===== config.mk =====
export PLATFORM = sky130hd
export DESIGN_NAME = twiddle_gain_tuner
export DESIGN_NICKNAME = d
export VERILOG_FILES = /design/src/design/tgt_pkg.sv /design/src/design/tgt_div.sv /design/src/design/tgt_datapath.sv /design/src/design/tgt_ctrl.sv /design/src/design/twiddle_gain_tuner.sv
export SDC_FILE = /design/constraint.sdc
export NUM_CORES = 2
export LEC_CHECK = 0
export BUFFER_PORTS_ARGS = -buffer_cell sky130_fd_sc_hd__buf_2
export CAP_MARGIN = 10
export CORE_UTILIZATION = 47
export CTS_CLUSTER_DIAMETER = 100
export CTS_CLUSTER_SIZE = 14
export DETAILED_ROUTE_END_ITERATION = 6
export PLACE_DENSITY = 0.62
export SKIP_CTS_REPAIR_TIMING = 1
export SYNTH_ARGS = -nofsm -noshare
export SYNTH_HDL_FRONTEND = slang
export SYNTH_SLANG_ARGS = --single-unit

===== constraint.sdc =====
create_clock -name aclk -period 36.1 [get_ports aclk]
set_clock_uncertainty 0.15 [all_clocks]
set_input_delay 5.415 -clock aclk [delete_from_list [all_inputs] [get_ports aclk]]
set_output_delay 5.415 -clock aclk [all_outputs]
set_load 0.01 [all_outputs]

===== src/design/tgt_pkg.sv =====
`timescale 1ns / 1ps
// ----------------------------------------------------------------------------
// tgt_pkg: shared types and constants for the twiddle gain tuner
// Fixed-point limits, register addresses and controller/datapath interface.
// ----------------------------------------------------------------------------
package tgt_pkg;

    localparam int COUNT_BITS = 11;
    localparam int SUM_W      = 41;
    localparam int MEAN_W     = 40;
    localparam int DIV_W      = SUM_W;

    localparam logic [COUNT_BITS-1:0] COUNT_MAX = '1;
    localparam logic [SUM_W-1:0]  SUM_MAX   = '1;
    localparam logic [MEAN_W-1:0] MEAN_MAX  = '1;
    localparam logic [MEAN_W-1:0] BEST_RESET = 40'd6553600000;
    localparam logic [31:0] STEP_ONE       = 32'd16777216;
    localparam logic [31:0] STEP_HUNDREDTH = 32'd167772;
    localparam logic [31:0] STEP_MAX       = 32'h7FFF_FFFF;
    localparam logic signed [15:0] ANGLE_LIMIT = 16'sd14667;
    localparam logic [15:0] SPEED_LIMIT = 16'd256;

    // gains loaded at reset, Q8.24
    localparam logic [31:0] INIT_KP = 32'd8891924;
    localparam logic [31:0] INIT_KI = 32'd83886;
    localparam logic [31:0] INIT_KD = 32'd62075699;

    // ceil(2^35 / 10): x / 10 as (x * RECIP10) >> 35, exact for x < 2^32
    localparam logic [31:0] RECIP10 = 32'd3435973837;

    localparam logic [2:0] ADDR_ENABLE = 3'd0;
    localparam logic [2:0] ADDR_MIN    = 3'd1;
    localparam logic [2:0] ADDR_MAX    = 3'd2;
    localparam logic [2:0] ADDR_TOL    = 3'd3;
    localparam logic [2:0] ADDR_KP     = 3'd4;
    localparam logic [2:0] ADDR_KI     = 3'd5;
    localparam logic [2:0] ADDR_KD     = 3'd6;

    typedef struct packed {
        logic      load;      // count sample, update accumulators
        logic      div_start; // start divider
        logic      train;     // run trial-end update
        logic      clear;     // clear accumulators after training
        logic      advance;   // move index and add step
    } dp_cmd_t;

    typedef struct packed {
        logic      div_busy;
        logic      active;
        logic      can_train;
        logic      do_stop;
        logic      settled_after;
    } dp_status_t;

    function automatic logic [31:0] sat_add(input logic [31:0] g, input logic [33:0] d);
        logic signed [34:0] s;
        s = $signed({{3{g[31]}}, g}) + $signed({d[33], d});
        if (s > 35'sd2147483647) return 32'h7FFF_FFFF;
        if (s < -35'sd2147483648) return 32'h8000_0000;
        return s[31:0];
    endfunction

endpackage


===== src/design/tgt_div.sv =====
`timescale 1ns / 1ps
// ----------------------------------------------------------------------------
// tgt_div: restoring divider, one quotient bit per cycle
// Divides the 41-bit error sum by the sample count.
// ----------------------------------------------------------------------------
module tgt_div
    import tgt_pkg::*;
(
    input  logic                  aclk,
    input  logic                  aresetn,
    input  logic                  start,
    input  logic [DIV_W-1:0]      dividend,
    input  logic [COUNT_BITS-1:0] divisor,
    output logic                  busy,
    output logic [DIV_W-1:0]      quotient
);
    localparam int CW = $clog2(DIV_W + 1);

    logic [DIV_W-1:0]    q_reg, q_next;
    logic [COUNT_BITS:0] r_reg, r_next;
    logic [COUNT_BITS-1:0] d_reg, d_next;
    logic [CW-1:0]       cnt_reg, cnt_next;
    logic                busy_reg, busy_next;
    logic [COUNT_BITS:0] trial;

    always_comb begin
        q_next = q_reg;
        r_next = r_reg;
        d_next = d_reg;
        cnt_next = cnt_reg;
        busy_next = busy_reg;
        trial = {r_reg[COUNT_BITS-1:0], q_reg[DIV_W-1]};
        if (start) begin
            q_next = dividend;
            r_next = '0;
            d_next = divisor;
            cnt_next = CW'(DIV_W);
            busy_next = 1'b1;
        end else if (busy_reg) begin
            if (trial >= {1'b0, d_reg}) begin
                r_next = trial - {1'b0, d_reg};
                q_next = {q_reg[DIV_W-2:0], 1'b1};
            end else begin
                r_next = trial;
                q_next = {q_reg[DIV_W-2:0], 1'b0};
            end
            cnt_next = cnt_reg - 1'b1;
            if (cnt_reg == CW'(1)) busy_next = 1'b0;
        end
    end

    always_ff @(posedge aclk) begin
        if (!aresetn) begin
            busy_reg <= 1'b0;
            cnt_reg <= '0;
        end else begin
            busy_reg <= busy_next;
            cnt_reg <= cnt_next;
        end
        q_reg <= q_next;
        r_reg <= r_next;
        d_reg <= d_next;
    end

    assign busy = busy_reg;
    // a zero count would give all ones, so the quotient is forced to zero
    assign quotient = (d_reg == '0) ? '0 : q_reg;
endmodule


===== src/design/tgt_datapath.sv =====
`timescale 1ns / 1ps
// ----------------------------------------------------------------------------
// tgt_datapath: accumulators, gain/step store and twiddle update
// Acts on controller commands; reports trial-end conditions.
// ----------------------------------------------------------------------------
module tgt_datapath
    import tgt_pkg::*;
(
    input  logic                  aclk,
    input  logic                  aresetn,
    input  dp_cmd_t               cmd,
    output dp_status_t            status,
    input  logic [15:0]           cte,
    input  logic [15:0]           speed,
    input  logic [15:0]           angle,
    input  logic [9:0]            min_samples,
    input  logic [9:0]            max_samples,
    input  logic [24:0]           step_tolerance,
    input  logic                  gain_wr,
    input  logic [1:0]            gain_wr_idx,
    input  logic [31:0]           gain_wr_data,
    output logic [31:0]           gain_p,
    output logic [31:0]           gain_i,
    output logic [31:0]           gain_d,
    output logic [30:0]           mean_out
);
    logic [31:0] gain_reg [3];
    logic [31:0] gain_next [3];
    logic [31:0] step_reg [3];
    logic [31:0] step_next [3];
    logic [2:0]  settled_reg, settled_next;
    logic [1:0]  idx_reg, idx_next;
    logic [COUNT_BITS-1:0] count_reg, count_next;
    logic [SUM_W-1:0]  sum_reg, sum_next;
    logic [MEAN_W-1:0] best_reg, best_next;
    logic first_reg, first_next;
    logic active_reg, active_next;

    logic [31:0] sq;
    logic [SUM_W:0] sum_add;
    logic [33:0] tsum;
    logic limit;
    logic [DIV_W-1:0] quo;
    logic [MEAN_W-1:0] mean;
    logic div_busy;
    logic [1:0] ci, ni;
    logic        better;
    logic [31:0] dv_x;
    logic [63:0] dv_p;
    logic [31:0] dv_q;
    logic [32:0] grow_s;
    logic [31:0] grow_q, shrink_q;

    tgt_div u_div (
        .aclk(aclk), .aresetn(aresetn), .start(cmd.div_start),
        .dividend(sum_reg), .divisor(count_reg), .busy(div_busy), .quotient(quo)
    );

    assign sq = 32'($signed(cte) * $signed(cte));
    assign sum_add = {1'b0, sum_reg} + {{(SUM_W-31){1'b0}}, sq[30:0]};
    assign limit = (speed < SPEED_LIMIT) || ($signed(angle) > ANGLE_LIMIT)
                   || ($signed(angle) < -ANGLE_LIMIT);
    assign tsum = {2'b0, step_reg[0]} + {2'b0, step_reg[1]} + {2'b0, step_reg[2]};
    assign mean = (quo > {1'b0, MEAN_MAX}) ? MEAN_MAX : quo[MEAN_W-1:0];
    assign ci = (idx_reg > 2'd2) ? 2'd0 : idx_reg;
    assign ni = (ci == 2'd2) ? 2'd0 : ci + 2'd1;
    assign better = mean < best_reg;

    // x*1.1 and x*0.9 rounded half up: s + (s+5)/10 and s - (s+4)/10;
    // one shared divide by 10 through the reciprocal
    assign dv_x = step_reg[ci] + (better ? 32'd5 : 32'd4);
    assign dv_p = {32'b0, dv_x} * {32'b0, RECIP10};
    assign dv_q = {3'b0, dv_p[63:35]};
    assign grow_s = {1'b0, step_reg[ci]} + {1'b0, dv_q};
    assign grow_q = (grow_s > {1'b0, STEP_MAX}) ? STEP_MAX : grow_s[31:0];
    assign shrink_q = step_reg[ci] - dv_q;

    always_comb begin
        for (int k = 0; k < 3; k++) begin
            gain_next[k] = gain_reg[k];
            step_next[k] = step_reg[k];
        end
        settled_next = settled_reg;
        idx_next = idx_reg;
        count_next = count_reg;
        sum_next = sum_reg;
        best_next = best_reg;
        first_next = first_reg;
        active_next = active_reg;
        if (gain_wr) gain_next[gain_wr_idx] = gain_wr_data;
        if (cmd.load) begin
            active_next = (count_reg > {1'b0, min_samples} && limit)
                          || count_reg > {1'b0, max_samples};
            if (count_reg < COUNT_MAX) count_next = count_reg + 1'b1;
            sum_next = (sum_add > {1'b0, SUM_MAX}) ? SUM_MAX : sum_add[SUM_W-1:0];
        end
        if (cmd.train) begin
            if (first_reg) begin
                first_next = 1'b0;
            end else if (better) begin
                best_next = mean;
                step_next[ci] = grow_q;
                settled_next[ci] = 1'b1;
            end else if (settled_reg[ci]) begin
                gain_next[ci] = sat_add(gain_reg[ci], -{1'b0, step_reg[ci], 1'b0});
                settled_next[ci] = 1'b0;
            end else begin
                gain_next[ci] = sat_add(gain_reg[ci], {2'b0, step_reg[ci]});
                step_next[ci] = shrink_q;
                settled_next[ci] = 1'b1;
            end
            idx_next = ci;
        end
        if (cmd.advance) begin
            gain_next[ni] = sat_add(gain_reg[ni], {2'b0, step_reg[ni]});
            idx_next = ni;
        end
        if (cmd.clear) begin
            count_next = '0;
            sum_next = '0;
        end
    end

    always_ff @(posedge aclk) begin
        if (!aresetn) begin
            gain_reg[0] <= INIT_KP;
            gain_reg[1] <= INIT_KI;
            gain_reg[2] <= INIT_KD;
            step_reg[0] <= STEP_ONE;
            step_reg[1] <= STEP_HUNDREDTH;
            step_reg[2] <= STEP_ONE;
            settled_reg <= 3'b111;
            idx_reg <= '0;
            count_reg <= '0;
            sum_reg <= '0;
            best_reg <= BEST_RESET;
            first_reg <= 1'b1;
            active_reg <= 1'b0;
        end else begin
            for (int k = 0; k < 3; k++) begin
                gain_reg[k] <= gain_next[k];
                step_reg[k] <= step_next[k];
            end
            settled_reg <= settled_next;
            idx_reg <= idx_next;
            count_reg <= count_next;
            sum_reg <= sum_next;
            best_reg <= best_next;
            first_reg <= first_next;
            active_reg <= active_next;
        end
    end

    assign status.div_busy = div_busy;
    assign status.active = active_reg;
    assign status.can_train = tsum > {9'b0, step_tolerance};
    assign status.do_stop = tsum < {9'b0, step_tolerance};
    assign status.settled_after = settled_reg[ci];

    assign gain_p = gain_reg[0];
    assign gain_i = gain_reg[1];
    assign gain_d = gain_reg[2];
    assign mean_out = (count_reg == '0) ? 31'd0 :
                      (quo > 41'h7FFF_FFFF) ? 31'h7FFF_FFFF : quo[30:0];
endmodule


===== src/design/tgt_ctrl.sv =====
`timescale 1ns / 1ps
// ----------------------------------------------------------------------------
// tgt_ctrl: sequencer for one telemetry beat
// Tuning: load, divide, trial-end train/advance; final divide, present result.
// ----------------------------------------------------------------------------
module tgt_ctrl
    import tgt_pkg::*;
(
    input  logic       aclk,
    input  logic       aresetn,
    input  logic       in_fire,
    input  logic       tune_enable,
    input  dp_status_t status,
    output dp_cmd_t    cmd,
    output logic       idle,
    output logic       res_valid,
    output logic       restart,
    output logic       stopped,
    input  logic       res_take
);
    typedef enum logic [2:0] {
        S_IDLE, S_DIV1, S_WAIT1, S_DECIDE, S_ADV, S_DIV2, S_WAIT2, S_OUT
    } state_t;

    state_t state_reg, state_next;
    logic restart_reg, restart_next;
    logic stopped_reg, stopped_next;

    always_comb begin
        state_next = state_reg;
        restart_next = restart_reg;
        stopped_next = stopped_reg;
        cmd = '0;
        unique case (state_reg)
            S_IDLE: begin
                if (in_fire) begin
                    restart_next = 1'b0;
                    cmd.load = tune_enable && !stopped_reg;
                    state_next = (tune_enable && !stopped_reg) ? S_DIV1 : S_DIV2;
                end
            end
            S_DIV1: begin
                cmd.div_start = 1'b1;
                state_next = S_WAIT1;
            end
            S_WAIT1: if (!status.div_busy) state_next = S_DECIDE;
            S_DECIDE: begin
                if (status.active && status.can_train) begin
                    cmd.train = 1'b1;
                    restart_next = 1'b1;
                    state_next = S_ADV;
                end else begin
                    if (status.do_stop) stopped_next = 1'b1;
                    state_next = S_DIV2;
                end
            end
            S_ADV: begin
                cmd.advance = status.settled_after;
                cmd.clear = 1'b1;
                state_next = S_DIV2;
            end
            S_DIV2: begin
                cmd.div_start = 1'b1;
                state_next = S_WAIT2;
            end
            S_WAIT2: if (!status.div_busy) state_next = S_OUT;
            S_OUT: if (res_take) state_next = S_IDLE;
            default: state_next = S_IDLE;
        endcase
    end

    always_ff @(posedge aclk) begin
        if (!aresetn) begin
            state_reg <= S_IDLE;
            restart_reg <= 1'b0;
            stopped_reg <= 1'b0;
        end else begin
            state_reg <= state_next;
            restart_reg <= restart_next;
            stopped_reg <= stopped_next;
        end
    end

    assign idle = (state_reg == S_IDLE);
    assign res_valid = (state_reg == S_OUT);
    assign restart = restart_reg;
    assign stopped = stopped_reg;
endmodule


===== src/design/twiddle_gain_tuner.sv =====
`timescale 1ns / 1ps
// ----------------------------------------------------------------------------
// twiddle_gain_tuner: twiddle coordinate-descent tuner for three PID gains
// While tuning, each beat adds the squared cross-track error to the trial sum;
// a trial end runs one twiddle step and raises restart_request.
// ----------------------------------------------------------------------------
// One beat in, one beat out, one sample in flight at a time. m_tvalid rises
// once the final divide of the accepted beat is done; s_tready comes back
// the cycle after the result beat is taken. The bit-serial 41-bit divider
// (error sum / sample count, run twice per beat while tuning and once when
// the tuner is off or stopped) sets the rate; a stalled receiver stalls the
// input. Gains and step sizes are signed/unsigned Q8.24, inputs Q8.8, the
// mean error unsigned Q15.16. Writes to initial_kp/ki/kd also load the live
// gain. Registers at 4*index.
module twiddle_gain_tuner
    import tgt_pkg::*;
(
    input  logic        aclk,
    input  logic        aresetn,
    input  logic        s_tvalid,
    output logic        s_tready,
    // [15:0] cross_track_error, [31:16] vehicle_speed, [47:32] steer_angle_deg
    input  logic [47:0] s_tdata,
    output logic        m_tvalid,
    input  logic        m_tready,
    // [31:0] gain_p, [63:32] gain_i, [95:64] gain_d, [126:96] trial_mean_error,
    // [127] restart_request
    output logic [127:0] m_tdata,
    // [0] tuning_done
    output logic        m_tuser,
    input  logic        psel,
    input  logic        penable,
    input  logic        pwrite,
    input  logic [4:0]  paddr,
    input  logic [31:0] pwdata,
    output logic [31:0] prdata,
    output logic        pready
);
    logic        enable_reg;
    logic [9:0]  min_reg, max_reg;
    logic [24:0] tol_reg;
    logic [31:0] init_reg [3];
    logic        wr;
    logic [2:0]  ra;
    dp_cmd_t     cmd;
    dp_status_t  status;
    logic        idle, res_valid, restart, stopped;
    logic [31:0] gp, gi, gd;
    logic [30:0] mean;
    logic        gw;
    logic [1:0]  gw_idx;

    assign pready = 1'b1;
    assign wr = psel && penable && pwrite;
    assign ra = paddr[4:2];

    always_ff @(posedge aclk) begin
        if (!aresetn) begin
            enable_reg <= 1'b0;
            min_reg <= 10'd50;
            max_reg <= 10'd600;
            tol_reg <= 25'd168;
            init_reg[0] <= INIT_KP;
            init_reg[1] <= INIT_KI;
            init_reg[2] <= INIT_KD;
        end else if (wr) begin
            unique case (ra)
                ADDR_ENABLE: enable_reg <= pwdata[0];
                ADDR_MIN:    min_reg <= pwdata[9:0];
                ADDR_MAX:    max_reg <= pwdata[9:0];
                ADDR_TOL:    tol_reg <= pwdata[24:0];
                ADDR_KP:     init_reg[0] <= pwdata;
                ADDR_KI:     init_reg[1] <= pwdata;
                ADDR_KD:     init_reg[2] <= pwdata;
                default: ;
            endcase
        end
    end

    always_comb begin
        unique case (ra)
            ADDR_ENABLE: prdata = {31'b0, enable_reg};
            ADDR_MIN:    prdata = {22'b0, min_reg};
            ADDR_MAX:    prdata = {22'b0, max_reg};
            ADDR_TOL:    prdata = {7'b0, tol_reg};
            ADDR_KP:     prdata = init_reg[0];
            ADDR_KI:     prdata = init_reg[1];
            ADDR_KD:     prdata = init_reg[2];
            default:     prdata = '0;
        endcase
    end

    // initial gain writes also load the live gain
    assign gw = wr && (ra == ADDR_KP || ra == ADDR_KI || ra == ADDR_KD);
    assign gw_idx = 2'(ra - ADDR_KP);

    tgt_ctrl u_ctrl (
        .aclk(aclk), .aresetn(aresetn),
        .in_fire(s_tvalid && s_tready), .tune_enable(enable_reg),
        .status(status), .cmd(cmd), .idle(idle), .res_valid(res_valid),
        .restart(restart), .stopped(stopped), .res_take(m_tready)
    );

    tgt_datapath u_dp (
        .aclk(aclk), .aresetn(aresetn), .cmd(cmd), .status(status),
        .cte(s_tdata[15:0]), .speed(s_tdata[31:16]), .angle(s_tdata[47:32]),
        .min_samples(min_reg), .max_samples(max_reg), .step_tolerance(tol_reg),
        .gain_wr(gw), .gain_wr_idx(gw_idx), .gain_wr_data(pwdata),
        .gain_p(gp), .gain_i(gi), .gain_d(gd), .mean_out(mean)
    );

    assign s_tready = idle;
    assign m_tvalid = res_valid;
    assign m_tdata = {restart, mean, gd, gi, gp};
    assign m_tuser = stopped;
endmodule


==> run summary <==
The flow ran to the end, and the final reports show no timing, DRC or antenna violations. The length in cells of the worst reg-to-reg path is 57. The max-cap violation count is 0. The initial utilization of the core area, before any placement, comes to 0.4762.

The total CTS buffers came out at 44. The global-route usage over all layers came out at 0.2893. The number of top-level design ports came out at 256. The path class of the tightest hold or removal check is flop to flop. The first-pass GRT wire length is 331000 µm. The setup TNS is 0 ps. CTS saw 508 sinks.

The hold path startpoint is max_reg[2]$_SDFFE_PN0P_. When the netlist entered floorplanning its net count stood at 9418. The first detailed-routing pass took 6 iterations. Counting both buffers and inverters, the worst setup path holds a total of 6. The cell that appears most often on the critical path is ha_1. The worst setup timing slack at the placement stage came out at 17710 ps. The final number of hold-violating endpoints is 0. The global route total overflow came out at 0. The proportion of layout cells with a drive suffix above 1 came out at 0.06441. The share of the clock period used by the worst path after layout came out at 0.5163. The vertical die dimension is 381.7 µm.

The number of synthesis warnings is 0. The slowest stage of the critical path is the nor2_1 cell. Clock-pin slew was measured on the worst setup and hold paths at 70 ps.

Data arrives at the worst endpoint at 18950 ps. Setup violations remaining at the end of the flow were counted as 0. The post-route antenna net violation count is 0. The total of buffers placed on input and output ports is 244. The final standard cell utilization of the core is 0.5068.

The number of global-route vias before repair is 55670. For this design the ratio of total power to cell area is 82.65 nW/µm². In this run the worst path has a maximum fanout of 71. The shortest clock period the worst path allows after layout came out at 18640 ps. The maximum frequency from static timing analysis is 0.05365 GHz. After synthesis the netlist holds a flip-flop and latch count of 508. The largest single stage delay on the critical path is 950 ps. For this block, the initial DRC count from the detailed router was 5266. The worst register-to-register path ends at u_dp.step_reg[0][28]$_SDFFE_PN0P_. Across all register-to-register paths, the minimum setup slack is 17460 ps. The total via count in the routed design came out at 57920. After detailed routing, the average wire length per cell comes to 21.73 µm.

The area of the core came out at 142300 µm². After detailed routing, the number of remaining DRC violations is 0. The critical path's top delay family is compound AO/OA/AOI/OAI gates. The deepest clock path buffer count is 3.

The startpoint of the worst register-to-register path is u_dp.u_div.d_reg[1]$_DFFE_PN_. The half-perimeter wire length of the detailed placement result is 173900 µm. At the pin with the least slew margin, the transition time is 1280 ps.

The tightest slew margin relative to the limit is 0.1458. The post-synthesis to final-layout area growth came out at 6.433%. The floorplan step defined a die boundary enclosing 145700 µm². The initial antenna violation count is 15. Entering global routing, the biggest net connects 90 pins. The worst hold path terminates at max_reg[2]$_SDFFE_PN0P_. The mean number of vias per cell came out at 5.876.

In this run the mean area of a mapped cell was 8.576 µm². The net count of the finished layout is 9455. The worst endpoint required time is 36410 ps. The later pin in the worst-skew pair is clocked with a latency of 650 ps. The number of inserted filler cells in the final layout is 13620. The number of different library cells used by synthesis comes to 102. The biggest area contributor in the post-synthesis netlist is fa_1. The floorplan has 138 rows. Across all setup checks in the final design, the least slack found is 17460 ps. The number of flops mapped to enable cells by yosys came out at 148. The total area of multi-input combinational cells came out at 50710 µm². The type of the setup path with the least slack is flop to flop. In this run the clock root is driven by a clkbuf_16. By area the synthesized netlist is led by fa_1 (19%), ha_1 (14%), dfxtp_1 (11%), edfxtp_1 (6.6%), inv_1 (6.2%).

The critical path endpoint category is a flop. The cell leakage power is 33.80 nW. The H-tree was split into 2 levels. The number of max-slew violations in the final report came to 0. The depth of the worst hold-timing path came out at 2.

For this run, the register share of the synthesized area comes to 0.1720. The area fraction of the dominant cell type after synthesis came out at 0.1935. The die outline width came out at 381.7 µm. The sequential cell area came out at 11650 µm². TritonCTS built the clock tree. The fraction of registers with async set/reset came out at 0. The final wirelength came out at 214100 µm.

The worst setup path is launched from a flop. In the synthesized netlist the dominant register cell turns out to be dfxtp_1. The count of mapped cells out of synthesis came out at 7900.

At the end of routability-driven placement, the weighted congestion stood at 0.9972. Summing every instance area after synthesis gives 67750 µm². The peak supply drop is 0.1486 mV. Setup repair after global routing left no endpoint under its margin.
[per-stage QoR]
step | hold slack [ps] | power, mW | area, µm² | cells
final | 312.1 | 5.959 | 72110 | 9856
after global routing | 341.7 | 6.588 | 72100 | 9855
after CTS | 315.2 | 5.970 | 72100 | 9854
after detailed placement | 301.0 | 5.466 | 70770 | 9780
after global placement | 292.8 | 5.402 | 70770 | 9780
after floorplan | 286.3 | 4.275 | 67750 | 7900
[cells by family (layout without fill, tap and decap cells)]
family	Yosys count	count (layout)	synth area share
AO/OA/AOI/OAI	1874	1874	0.1829
XOR/XNOR	322	322	0.04163
flip-flops	508	508	0.1720
AND/OR/NAND/NOR	2009	2009	0.1395
multiplexers	306	306	0.04597
buffers and inverters	1454	1519	0.08207
adder cells (fa/ha/maj)	1426	1426	0.3359
other	1	2	0.00005535
[per-layer routing]
layer,track usage,wire (µm),vias to the layer above
met2,0.4543,96170,2153
met5,0,44,-
li1,-,-,27210
met3,0.04646,16510,307
met1,0.4118,95550,28240
met4,0.07489,5862,6
[worst reg2reg max path, delay by kind of cell, from the launching register on]
kind	cells	cell delay, ps
AO/OA/AOI/OAI	21	6520
adder cells (fa/ha/maj)	13	5360
AND/OR/NAND/NOR	15	4390
XOR/XNOR	2	860
buffers and inverters	6	690
flip-flops	1	440
[final cells by class]
class,count,area share
multi-input cells,5938,0.7032
clock buffers,67,0.01647
diodes,1,0.00003470
flip-flops and latches,508,0.1616
well taps,1890,0.03280
repair buffers,330,0.02592
inverters,1115,0.05808
clock inverters,7,0.001909
[Yosys cell counts, types with 175 or more instances]
library cell / n
mux2i_1: 265
a21oi_1: 427
clkbuf_1: 272
fa_1: 655
nor2_1: 426
a21o_1: 175
ha_1: 771
inv_1: 1111
dfxtp_1: 360
o21ai_0: 446
xnor2_1: 224
nand2_1: 730
[power breakdown]
group          switching, mW  internal [mW]
sequential            0.0357          0.627
combinational           2.92           1.91
clock                  0.239          0.232
[cell usage in the layout (no fill, tap or decap), drive strengths merged, types with 108 or more instances in the layout]
cell type,instances
nand2,730
ha,771
dfxtp,360
o21ai,475
a21oi,428
nor3,145
edfxtp,148
xnor2,224
fa,655
buf,329
o21a,108
mux2i,265
a21o,175
and2,130
nor2,430
nand3,159
inv,1114
[how the worst max path moves through the flow]
stage,startpoint,end,cells past startpoint
finish,u_dp.u_div.d_reg[1]$_DFFE_PN_,u_dp.step_reg[0][28]$_SDFFE_PN0P_,57
global route,u_dp.u_div.d_reg[1]$_DFFE_PN_,u_dp.step_reg[0][28]$_SDFFE_PN0P_,57
CTS,u_dp.u_div.d_reg[1]$_DFFE_PN_,u_dp.step_reg[0][28]$_SDFFE_PN0P_,56
detailed placement,u_dp.u_div.d_reg[1]$_DFFE_PN_,u_dp.step_reg[0][28]$_SDFFE_PN0P_,56
global placement,u_dp.u_div.d_reg[1]$_DFFE_PN_,u_dp.step_reg[0][28]$_SDFFE_PN0P_,57
floorplan,u_dp.u_div.d_reg[1]$_DFFE_PN_,u_dp.step_reg[0][20]$_SDFFE_PN0P_,60
No activity file was read; power rests on OpenSTA's default activity.
